**config.mk**
```make
export PLATFORM = sky130hd
export DESIGN_NAME = aesctr_front
export DESIGN_NICKNAME = d
export VERILOG_FILES = /design/src/hw/rtl/aesctr_pkg.sv /design/src/hw/rtl/aesctr_front.sv
export SDC_FILE = /design/constraint.sdc
export NUM_CORES = 1
export LEC_CHECK = 0
export BUFFER_PORTS_ARGS = -buffer_cell sky130_fd_sc_hd__buf_2
export CAP_MARGIN = 15
export CORE_MARGIN = 1.5
export CORE_UTILIZATION = 30
export DETAILED_ROUTE_END_ITERATION = 12
export GPL_ROUTABILITY_DRIVEN = 1
export GPL_TIMING_DRIVEN = 0
export PLACE_DENSITY = 0.49
export SKIP_LAST_GASP = 1
export SLEW_MARGIN = 5
export SYNTH_ARGS = -nofsm -noshare
export SYNTH_HDL_FRONTEND = slang
export SYNTH_SLANG_ARGS = --single-unit
```
**constraint.sdc**
```tcl
create_clock -name clk -period 2.97 [get_ports clk]
set_input_delay 0.594 -clock clk [delete_from_list [all_inputs] [get_ports clk]]
set_output_delay 0.594 -clock clk [all_outputs]
set_load 0.05 [all_outputs]
```
**src/hw/rtl/aesctr_pkg.sv**
```systemverilog
// Package for the AES-128 CTR keystream generator: word types, S-box,
// round helpers and key schedule step. No dependencies.
`default_nettype none
package aesctr_pkg;
	localparam int unsigned FIFO_DEPTH = 4;
	localparam int unsigned OUT_DEPTH = 2;
	localparam int unsigned NUM_ROUNDS = 10;
	localparam logic [63:0] KEY_LOW_RESET = 64'h0706050403020100;
	localparam logic [63:0] KEY_HIGH_RESET = 64'h0F0E0D0C0B0A0908;
	localparam logic [0:0] REG_KEY_LOW = 1'b0;
	localparam logic [0:0] REG_KEY_HIGH = 1'b1;

	typedef struct packed {
		logic       restart;
		logic [4:0] bytes_wanted;
	} in_word_t;

	typedef struct packed {
		logic [63:0] stream_low;
		logic [63:0] stream_high;
		logic [4:0]  valid_count;
	} out_word_t;

	// classified request: counter value and clamped count
	typedef struct packed {
		logic [63:0] ctr;
		logic [4:0]  want;
	} job_t;

	typedef struct packed {
		logic [127:0]  st;
		logic [4:0]    want;
	} stage_t;

	localparam logic [7:0] SBOX [256] = '{
	8'h63,8'h7c,8'h77,8'h7b,8'hf2,8'h6b,8'h6f,8'hc5,8'h30,8'h01,8'h67,8'h2b,8'hfe,8'hd7,8'hab,8'h76,
	8'hca,8'h82,8'hc9,8'h7d,8'hfa,8'h59,8'h47,8'hf0,8'had,8'hd4,8'ha2,8'haf,8'h9c,8'ha4,8'h72,8'hc0,
	8'hb7,8'hfd,8'h93,8'h26,8'h36,8'h3f,8'hf7,8'hcc,8'h34,8'ha5,8'he5,8'hf1,8'h71,8'hd8,8'h31,8'h15,
	8'h04,8'hc7,8'h23,8'hc3,8'h18,8'h96,8'h05,8'h9a,8'h07,8'h12,8'h80,8'he2,8'heb,8'h27,8'hb2,8'h75,
	8'h09,8'h83,8'h2c,8'h1a,8'h1b,8'h6e,8'h5a,8'ha0,8'h52,8'h3b,8'hd6,8'hb3,8'h29,8'he3,8'h2f,8'h84,
	8'h53,8'hd1,8'h00,8'hed,8'h20,8'hfc,8'hb1,8'h5b,8'h6a,8'hcb,8'hbe,8'h39,8'h4a,8'h4c,8'h58,8'hcf,
	8'hd0,8'hef,8'haa,8'hfb,8'h43,8'h4d,8'h33,8'h85,8'h45,8'hf9,8'h02,8'h7f,8'h50,8'h3c,8'h9f,8'ha8,
	8'h51,8'ha3,8'h40,8'h8f,8'h92,8'h9d,8'h38,8'hf5,8'hbc,8'hb6,8'hda,8'h21,8'h10,8'hff,8'hf3,8'hd2,
	8'hcd,8'h0c,8'h13,8'hec,8'h5f,8'h97,8'h44,8'h17,8'hc4,8'ha7,8'h7e,8'h3d,8'h64,8'h5d,8'h19,8'h73,
	8'h60,8'h81,8'h4f,8'hdc,8'h22,8'h2a,8'h90,8'h88,8'h46,8'hee,8'hb8,8'h14,8'hde,8'h5e,8'h0b,8'hdb,
	8'he0,8'h32,8'h3a,8'h0a,8'h49,8'h06,8'h24,8'h5c,8'hc2,8'hd3,8'hac,8'h62,8'h91,8'h95,8'he4,8'h79,
	8'he7,8'hc8,8'h37,8'h6d,8'h8d,8'hd5,8'h4e,8'ha9,8'h6c,8'h56,8'hf4,8'hea,8'h65,8'h7a,8'hae,8'h08,
	8'hba,8'h78,8'h25,8'h2e,8'h1c,8'ha6,8'hb4,8'hc6,8'he8,8'hdd,8'h74,8'h1f,8'h4b,8'hbd,8'h8b,8'h8a,
	8'h70,8'h3e,8'hb5,8'h66,8'h48,8'h03,8'hf6,8'h0e,8'h61,8'h35,8'h57,8'hb9,8'h86,8'hc1,8'h1d,8'h9e,
	8'he1,8'hf8,8'h98,8'h11,8'h69,8'hd9,8'h8e,8'h94,8'h9b,8'h1e,8'h87,8'he9,8'hce,8'h55,8'h28,8'hdf,
	8'h8c,8'ha1,8'h89,8'h0d,8'hbf,8'he6,8'h42,8'h68,8'h41,8'h99,8'h2d,8'h0f,8'hb0,8'h54,8'hbb,8'h16
	};

	localparam logic [7:0] RCON [10] = '{8'h01, 8'h02, 8'h04, 8'h08, 8'h10,
		8'h20, 8'h40, 8'h80, 8'h1B, 8'h36};

	function automatic logic [7:0] xtime(input logic [7:0] a);
		xtime = {a[6:0], 1'b0} ^ (a[7] ? 8'h1B : 8'h00);
	endfunction

	// byte k of the state at bits 8k; one round with round key rk, MixColumns skipped when last
	function automatic logic [127:0] aes_round(input logic [127:0] s,
		input logic [127:0] rk, input logic last);
		logic [7:0] t [16];
		logic [7:0] a0, a1, a2, a3, al;
		logic [127:0] r;
		for (int c = 0; c < 4; c++)
			for (int k = 0; k < 4; k++)
				t[k + 4*c] = SBOX[s[8*(k + 4*((c + k) % 4)) +: 8]];
		if (!last) begin
			for (int c = 0; c < 4; c++) begin
				a0 = t[4*c]; a1 = t[4*c+1]; a2 = t[4*c+2]; a3 = t[4*c+3];
				al = a0 ^ a1 ^ a2 ^ a3;
				t[4*c]   = a0 ^ al ^ xtime(a0 ^ a1);
				t[4*c+1] = a1 ^ al ^ xtime(a1 ^ a2);
				t[4*c+2] = a2 ^ al ^ xtime(a2 ^ a3);
				t[4*c+3] = a3 ^ al ^ xtime(a3 ^ a0);
			end
		end
		for (int k = 0; k < 16; k++)
			r[8*k +: 8] = t[k] ^ rk[8*k +: 8];
		aes_round = r;
	endfunction

	// next round key from previous; rc is the round constant
	function automatic logic [127:0] key_step(input logic [127:0] p,
		input logic [7:0] rc);
		logic [31:0] w0, w1, w2, w3, t;
		w0 = p[31:0]; w1 = p[63:32]; w2 = p[95:64]; w3 = p[127:96];
		t = {SBOX[w3[7:0]], SBOX[w3[31:24]], SBOX[w3[23:16]],
			SBOX[w3[15:8]] ^ rc};
		w0 = w0 ^ t;
		w1 = w1 ^ w0;
		w2 = w2 ^ w1;
		w3 = w3 ^ w2;
		key_step = {w3, w2, w1, w0};
	endfunction
endpackage
`default_nettype wire

```
**src/hw/rtl/aesctr_front.sv**
```systemverilog
// Front end: accepts requests, applies restart, assigns counter values,
// clamps the byte count and queues jobs. Uses aesctr_pkg.
`default_nettype none
module aesctr_front #(
	parameter int unsigned DEPTH = aesctr_pkg::FIFO_DEPTH
) (
	input  wire logic                clk,
	input  wire logic                arst_n,
	input  wire logic                push,
	output logic                     full,
	input  wire aesctr_pkg::in_word_t in_word,
	output logic                     job_vld,
	input  wire logic                job_take,
	output aesctr_pkg::job_t         job
);
	localparam int unsigned AW = (DEPTH > 1) ? $clog2(DEPTH) : 1;
	aesctr_pkg::job_t mem [DEPTH];
	logic [AW-1:0] wr_q, rd_q;
	logic [AW:0]   cnt_q;
	logic [63:0]   ctr_q, ctr_use;
	logic [4:0]    want;
	logic          acc, take;

	assign full = (cnt_q == (AW+1)'(DEPTH));
	assign acc = push && !full;
	assign job_vld = (cnt_q != '0);
	assign take = job_take && job_vld;
	assign ctr_use = in_word.restart ? 64'd0 : ctr_q;
	assign want = (in_word.bytes_wanted > 5'd16) ? 5'd16 : in_word.bytes_wanted;
	assign job = mem[rd_q];

	always_ff @(posedge clk) begin
		if (acc)
			mem[wr_q] <= '{ctr: ctr_use, want: want};
	end

	always_ff @(posedge clk or negedge arst_n) begin
		if (!arst_n) begin
			wr_q <= '0;
			rd_q <= '0;
			cnt_q <= '0;
			ctr_q <= '0;
		end else begin
			if (acc) begin
				ctr_q <= ctr_use + 64'd1;
				wr_q <= (wr_q == AW'(DEPTH-1)) ? '0 : wr_q + AW'(1);
			end
			if (take)
				rd_q <= (rd_q == AW'(DEPTH-1)) ? '0 : rd_q + AW'(1);
			cnt_q <= cnt_q + (AW+1)'(acc) - (AW+1)'(take);
		end
	end
endmodule
`default_nettype wire

```
== Word-level counts from Yosys, hierarchy flattened ==
Memory sizes are Yosys's and may differ from the RTL's.
Cells that the tools add are included.

* Add/subtract/negate cells: 5
* Multipliers: 0
* Div/mod/pow operators: 0
* $lt $le $gt $ge: 1
* Equality and inequality tests: 3
* Shifts and indexed selects: 0
* Muxes and demuxes: 6
* Bitwise operators: 0
* Reductions and logical operators: 4

{| class="wikitable"
|+ Operator list
! operator !! number
|-
| 64-bit by 1-bit adder with 64-bit output (second input constant) || 1
|-
| 64-bit 2-to-1 mux || 1
|-
| 5-bit greater-than comparator (second input constant) || 1
|-
| 5-bit 2-to-1 mux || 1
|-
| 2-bit by 1-bit adder with 2-bit output (second input constant) || 2
|-
| 2-bit equality test (second input constant) || 2
|-
| 2-bit 2-to-1 mux || 2
|-
| 3-bit by 1-bit adder with 3-bit output || 1
|-
| 3-bit equality test (second input constant) || 1
|-
| 3-bit nonzero test || 1
|-
| 3-bit by 1-bit subtractor with 3-bit output || 1
|-
| 1-bit logical AND || 2
|-
| 1-bit 2-to-1 mux || 2
|-
| 1-bit logical NOT || 1
|}

* Register bits after elaboration: 71
* Bits in latches: 0
* Bits in writable memories: 276
* ROM bits: 0
* Input port bits: 10
* Memories kept: 1

{| class="wikitable"
|+ Memory list
! name !! words !! bits a word !! rd ports !! clocked after memory_dff !! write ports !! RTL line !! RTL
|-
| mem || 4 || 69 || 1 || 0 || 1 || aesctr_front.sv:17 || <nowiki>aesctr_pkg::job_t mem [DEPTH];</nowiki>
|}

== Depth between registers and ports, before layout ==
* Word-level depth: 5
* Gate-level depth with buffers: 12
* Gate-level depth less buffers: 10

== Worst setup path before layout ==
OpenSTA, ideal clock, no wires.

* Path kind: input to register
* Start: input in_word[5] (netlist bit)
* End: register ctr_q[56]
* Library setup time: 0.124 ns
* Data arrival time: 3.271 ns
* Required time: 2.846 ns
* Slack: -0.425 ns
* Stages: 12
* Cells stage by stage: clkbuf_2 > clkbuf_2 > clkbuf_1 > buf_2 > buf_2 > nor2b_1 > ha_1 > nand3_1 > or3_1 > nor4_4 > a41oi_1 > o31a_1

* Longest elaborated chain between the ends: 2

{| class="wikitable"
|+ Ends and longest elaborated chain
! what !! RTL line !! RTL
|-
| start, declared || aesctr_front.sv:11 || <nowiki>input wire aesctr_pkg::in_word_t in_word,</nowiki>
|-
| 64-bit 2-to-1 mux || aesctr_front.sv:28 || <nowiki>assign ctr_use = in_word.restart ? 64'd0 : ctr_q;</nowiki>
|-
| net ctr_use[1] || aesctr_front.sv:20 || <nowiki>logic [63:0] ctr_q, ctr_use;</nowiki>
|-
| 64-bit by 1-bit adder with 64-bit output || aesctr_front.sv:45 || <nowiki>ctr_q <= ctr_use + 64'd1;</nowiki>
|-
| end signal, assigned || aesctr_front.sv:45 ||
|-
| end, declared || aesctr_front.sv:20 ||
|}

The timed path passes the listed nets, and every way through them passes these cells.
A chain may end at the register's enable or synchronous reset.

== Worst setup path after layout ==
* Start: input in_word[5] (netlist bit)
* End: register ctr_q[56]

* Longest elaborated chain between the ends: 2

{| class="wikitable"
|+ Ends and longest elaborated chain
! what !! RTL line
|-
| 64-bit 2-to-1 mux || aesctr_front.sv:28
|-
| 64-bit by 1-bit adder with 64-bit output || aesctr_front.sv:45
|}

No other way between the ends.

==> metrics <==
crit path time final roughly 3000 ps; Max Clk Rate about 0.34 GHz; share of cells above drive strength 1 ~26%; Setup Viol. Count Final 0; Detailed Route WL ~35000 um; Core Area approximately 48000 um^2; maxcap violations 0; Worst Hold Class in2async; critical path startpoint in_word[5]; Syn Nets approximately 930; Worst R2R Start cnt_q[1]; setup ws final between 40 and 50 ps; synth warn 0; dpl ws -970 ps; Post-DP Area about 16000 um^2; final hold vios 0; first-pass GRT wire length 53400 um; multi-input logic area 4400 um^2; Distinct cells, synth 51; status complete, no violations; wire per inst about 21 um; clock network power share approximately 29%; Post-Syn Area roughly 15000 um^2; crit end category register; Layout area overhead 19.2%; post-synthesis sequential area ratio between 60 and 70%; DRC 0; die area between 40000 and 50000 um^2; total number of vias between 8000 and 9000; Yosys top cell by area edfxtp_1; Combinational Power Share about a third; post-route design area between 15000 and 20000 um^2; initial core utilization a little under a third; share of the core filled with cells between 30% and 40%; clock latency at the later pin of the worst-skew pair 540 ps; cell-internal power 10.6 mW; Vias/cell between 4 and 5; vias in the first global route 8313; count leader, synth edfxtp_1; DIE HEIGHT 224 um; GP Congestion roughly 0.86; # fillers 4525; max_slew headroom 32.5%; Synth top area share 56.8%; Sw Share a little under two fifths; count of final max-slew check failures 0; post-route total power 16.7 mW; P per Cell Area 960 nW/um^2; TritonCTS Buffers 39; most common flop cell mapped by yosys edfxtp_1; Worst EP required 3390 ps; # clock sinks around 350; LEAKAGE approximately 6.1 nW; Clock transition at path regs 60 ps; H-Tree Depth 2; async set or reset register ratio after synthesis roughly a fifth; Antenna Nets Post-Route 0; Yosys reg bits between 300 and 400; Overflow after GRT 0; # IOs around 80; Post-DP HPWL roughly 23000 um; initial DRC count ~600; antenna fix cells 0; antenna violations before repair 0; critical path arrival ~3400 ps; period utilization 98.4%; Critical Path Source Type input pin; Die W roughly 220 um; setup_tns 0 ps; Clock Path Buffers 3; largest net degree at the start of global routing between 40 and 50; synth top area cells edfxtp_1, dfrtp_1, mux4_2; maximum VDD drop 0.370 mV; Max Fanout on Critical Path 16; RSZ-0062 raised after global routing yes; syn avg cell area 16.0 um^2; Flop pwr share 37.0%; Slew @ Worst Pin approximately 1000 ps; register area 10100 um^2; PortBufs 80; Post-synth EDFFs ~280; NetSw slightly above 6 mW; DR pass1 iterations 5; Row Count 80; Post-synth top cells edfxtp_1, nand2_1, dfrtp_1; Synth Instances 910; Final nets between 1000 and 1500; type of the worst setup path in2reg; gr usage total approximately 14%; CTS tree built; clock skew 12.6 ps; Root Driver clkbuf_16
==> power groups by stage <==
| stage | sequential [mW] | clock (mW) | combinational (mW) |
|---|---|---|---|
| floorplan | 6.27 | 0 | 4.26 |
| global placement | 6.38 | 0 | 5.70 |
| detailed placement | 6.28 | 0 | 5.82 |
| CTS | 6.19 | 4.94 | 5.88 |
| global route | 6.24 | 5.11 | 6.08 |
| finish | 6.18 | 4.81 | 5.71 |
==> state kept, by name, summed over array words and instances (netlist names) <==
signal and count:
ctr_q 64, cnt_q 3, rd_q 2, mem 276, wr_q 2
==> cell usage in the layout, fill, tap and decap left out, types with 5 or more instances in the layout <==
cell type  count
a21oi_1        5
and3_1        12
and4_1         8
and4b_1        5
buf_2         83
buf_4         15
clkbuf_1      17
clkbuf_16     40
clkbuf_2       9
clkinv_1       8
clkinv_2       6
dfrtp_1       71
edfxtp_1     276
ha_1           7
inv_1         16
mux2i_1        9
mux4_2        69
nand2_1       89
nand3_1       20
nand3b_1       9
nand4_1       22
nor2_1        36
nor2b_1       59
nor3_1        21
nor4_1        10
nor4_2         5
o21ai_0       13
xnor2_1       36
xor2_1        13
==> area by class of cell <==
class                      count  share of cell area (%)
tap                          615                    4.42
inverter                      17                   0.396
timing repair buffer          93                    3.43
buffer                        39                    1.24
clock inverter                26                    1.41
sequential                   347                    57.8
multi-input combinational    505                    25.3
clock buffer                  45                    5.98
==> cell families after synthesis <==
| kind of cell | Yosys count | synth area share [%] |
|---|---|---|
| AND/OR/NAND/NOR | 338 | 13.2 |
| multiplexers | 79 | 11.3 |
| buffers and inverters | 58 | 1.55 |
| XOR/XNOR | 49 | 2.94 |
| adder cells (fa/ha/maj) | 9 | 0.823 |
| flip-flops | 347 | 68.9 |
| AO/OA/AOI/OAI | 30 | 1.22 |
==> worst max-delay path, cell delays in order <==
cell and delay (ps):
buf_2 210, clkbuf_8 210, clkbuf_8 180, buf_2 210
buf_4 240, nor2b_2 170, ha_4 170, nand3_4 120
or3_4 400, nor4_4 240, buf_6 170, a41oi_1 110
o31a_1 310
==> worst paths after layout <==
kind | slack [ps] | cells past startpoint | end
min in group clk | 470 | 2 | mem[1][0]
hold reg to reg | 530 | 1 | cnt_q[0]
max in group asynchronous | 2330 | 2 | ctr_q[2]
hold / removal | 40 | 1 | ctr_q[50]
setup / recovery | 50 | 13 | ctr_q[56]
setup reg to reg | 210 | 11 | cnt_q[2]
==> layer usage <==
layer	up-vias	track usage, %	routed length (um)
met5	-	0	0
met3	59	2.27	1450
met4	0	4.38	859
li1	3753	-	-
met1	4146	20.4	16700
met2	173	22.0	16000
==> through the flow <==
stage / cells / hold WS (ps)
after global routing: 1687 / 59.7
final: 1687 / 39.7
after global placement: 1605 / 509
after floorplan: 910 / 298
after detailed placement: 1610 / 517
after CTS: 1684 / 36.8
==> what timing repair did <==
item,in CTS,in global routing
pin swaps,4,1
hold buffers,0,0
setup buffers,5,3
resized for setup,50,3
endpoints found under the setup margin,89,40
Power figures use the tool's default switching activity.
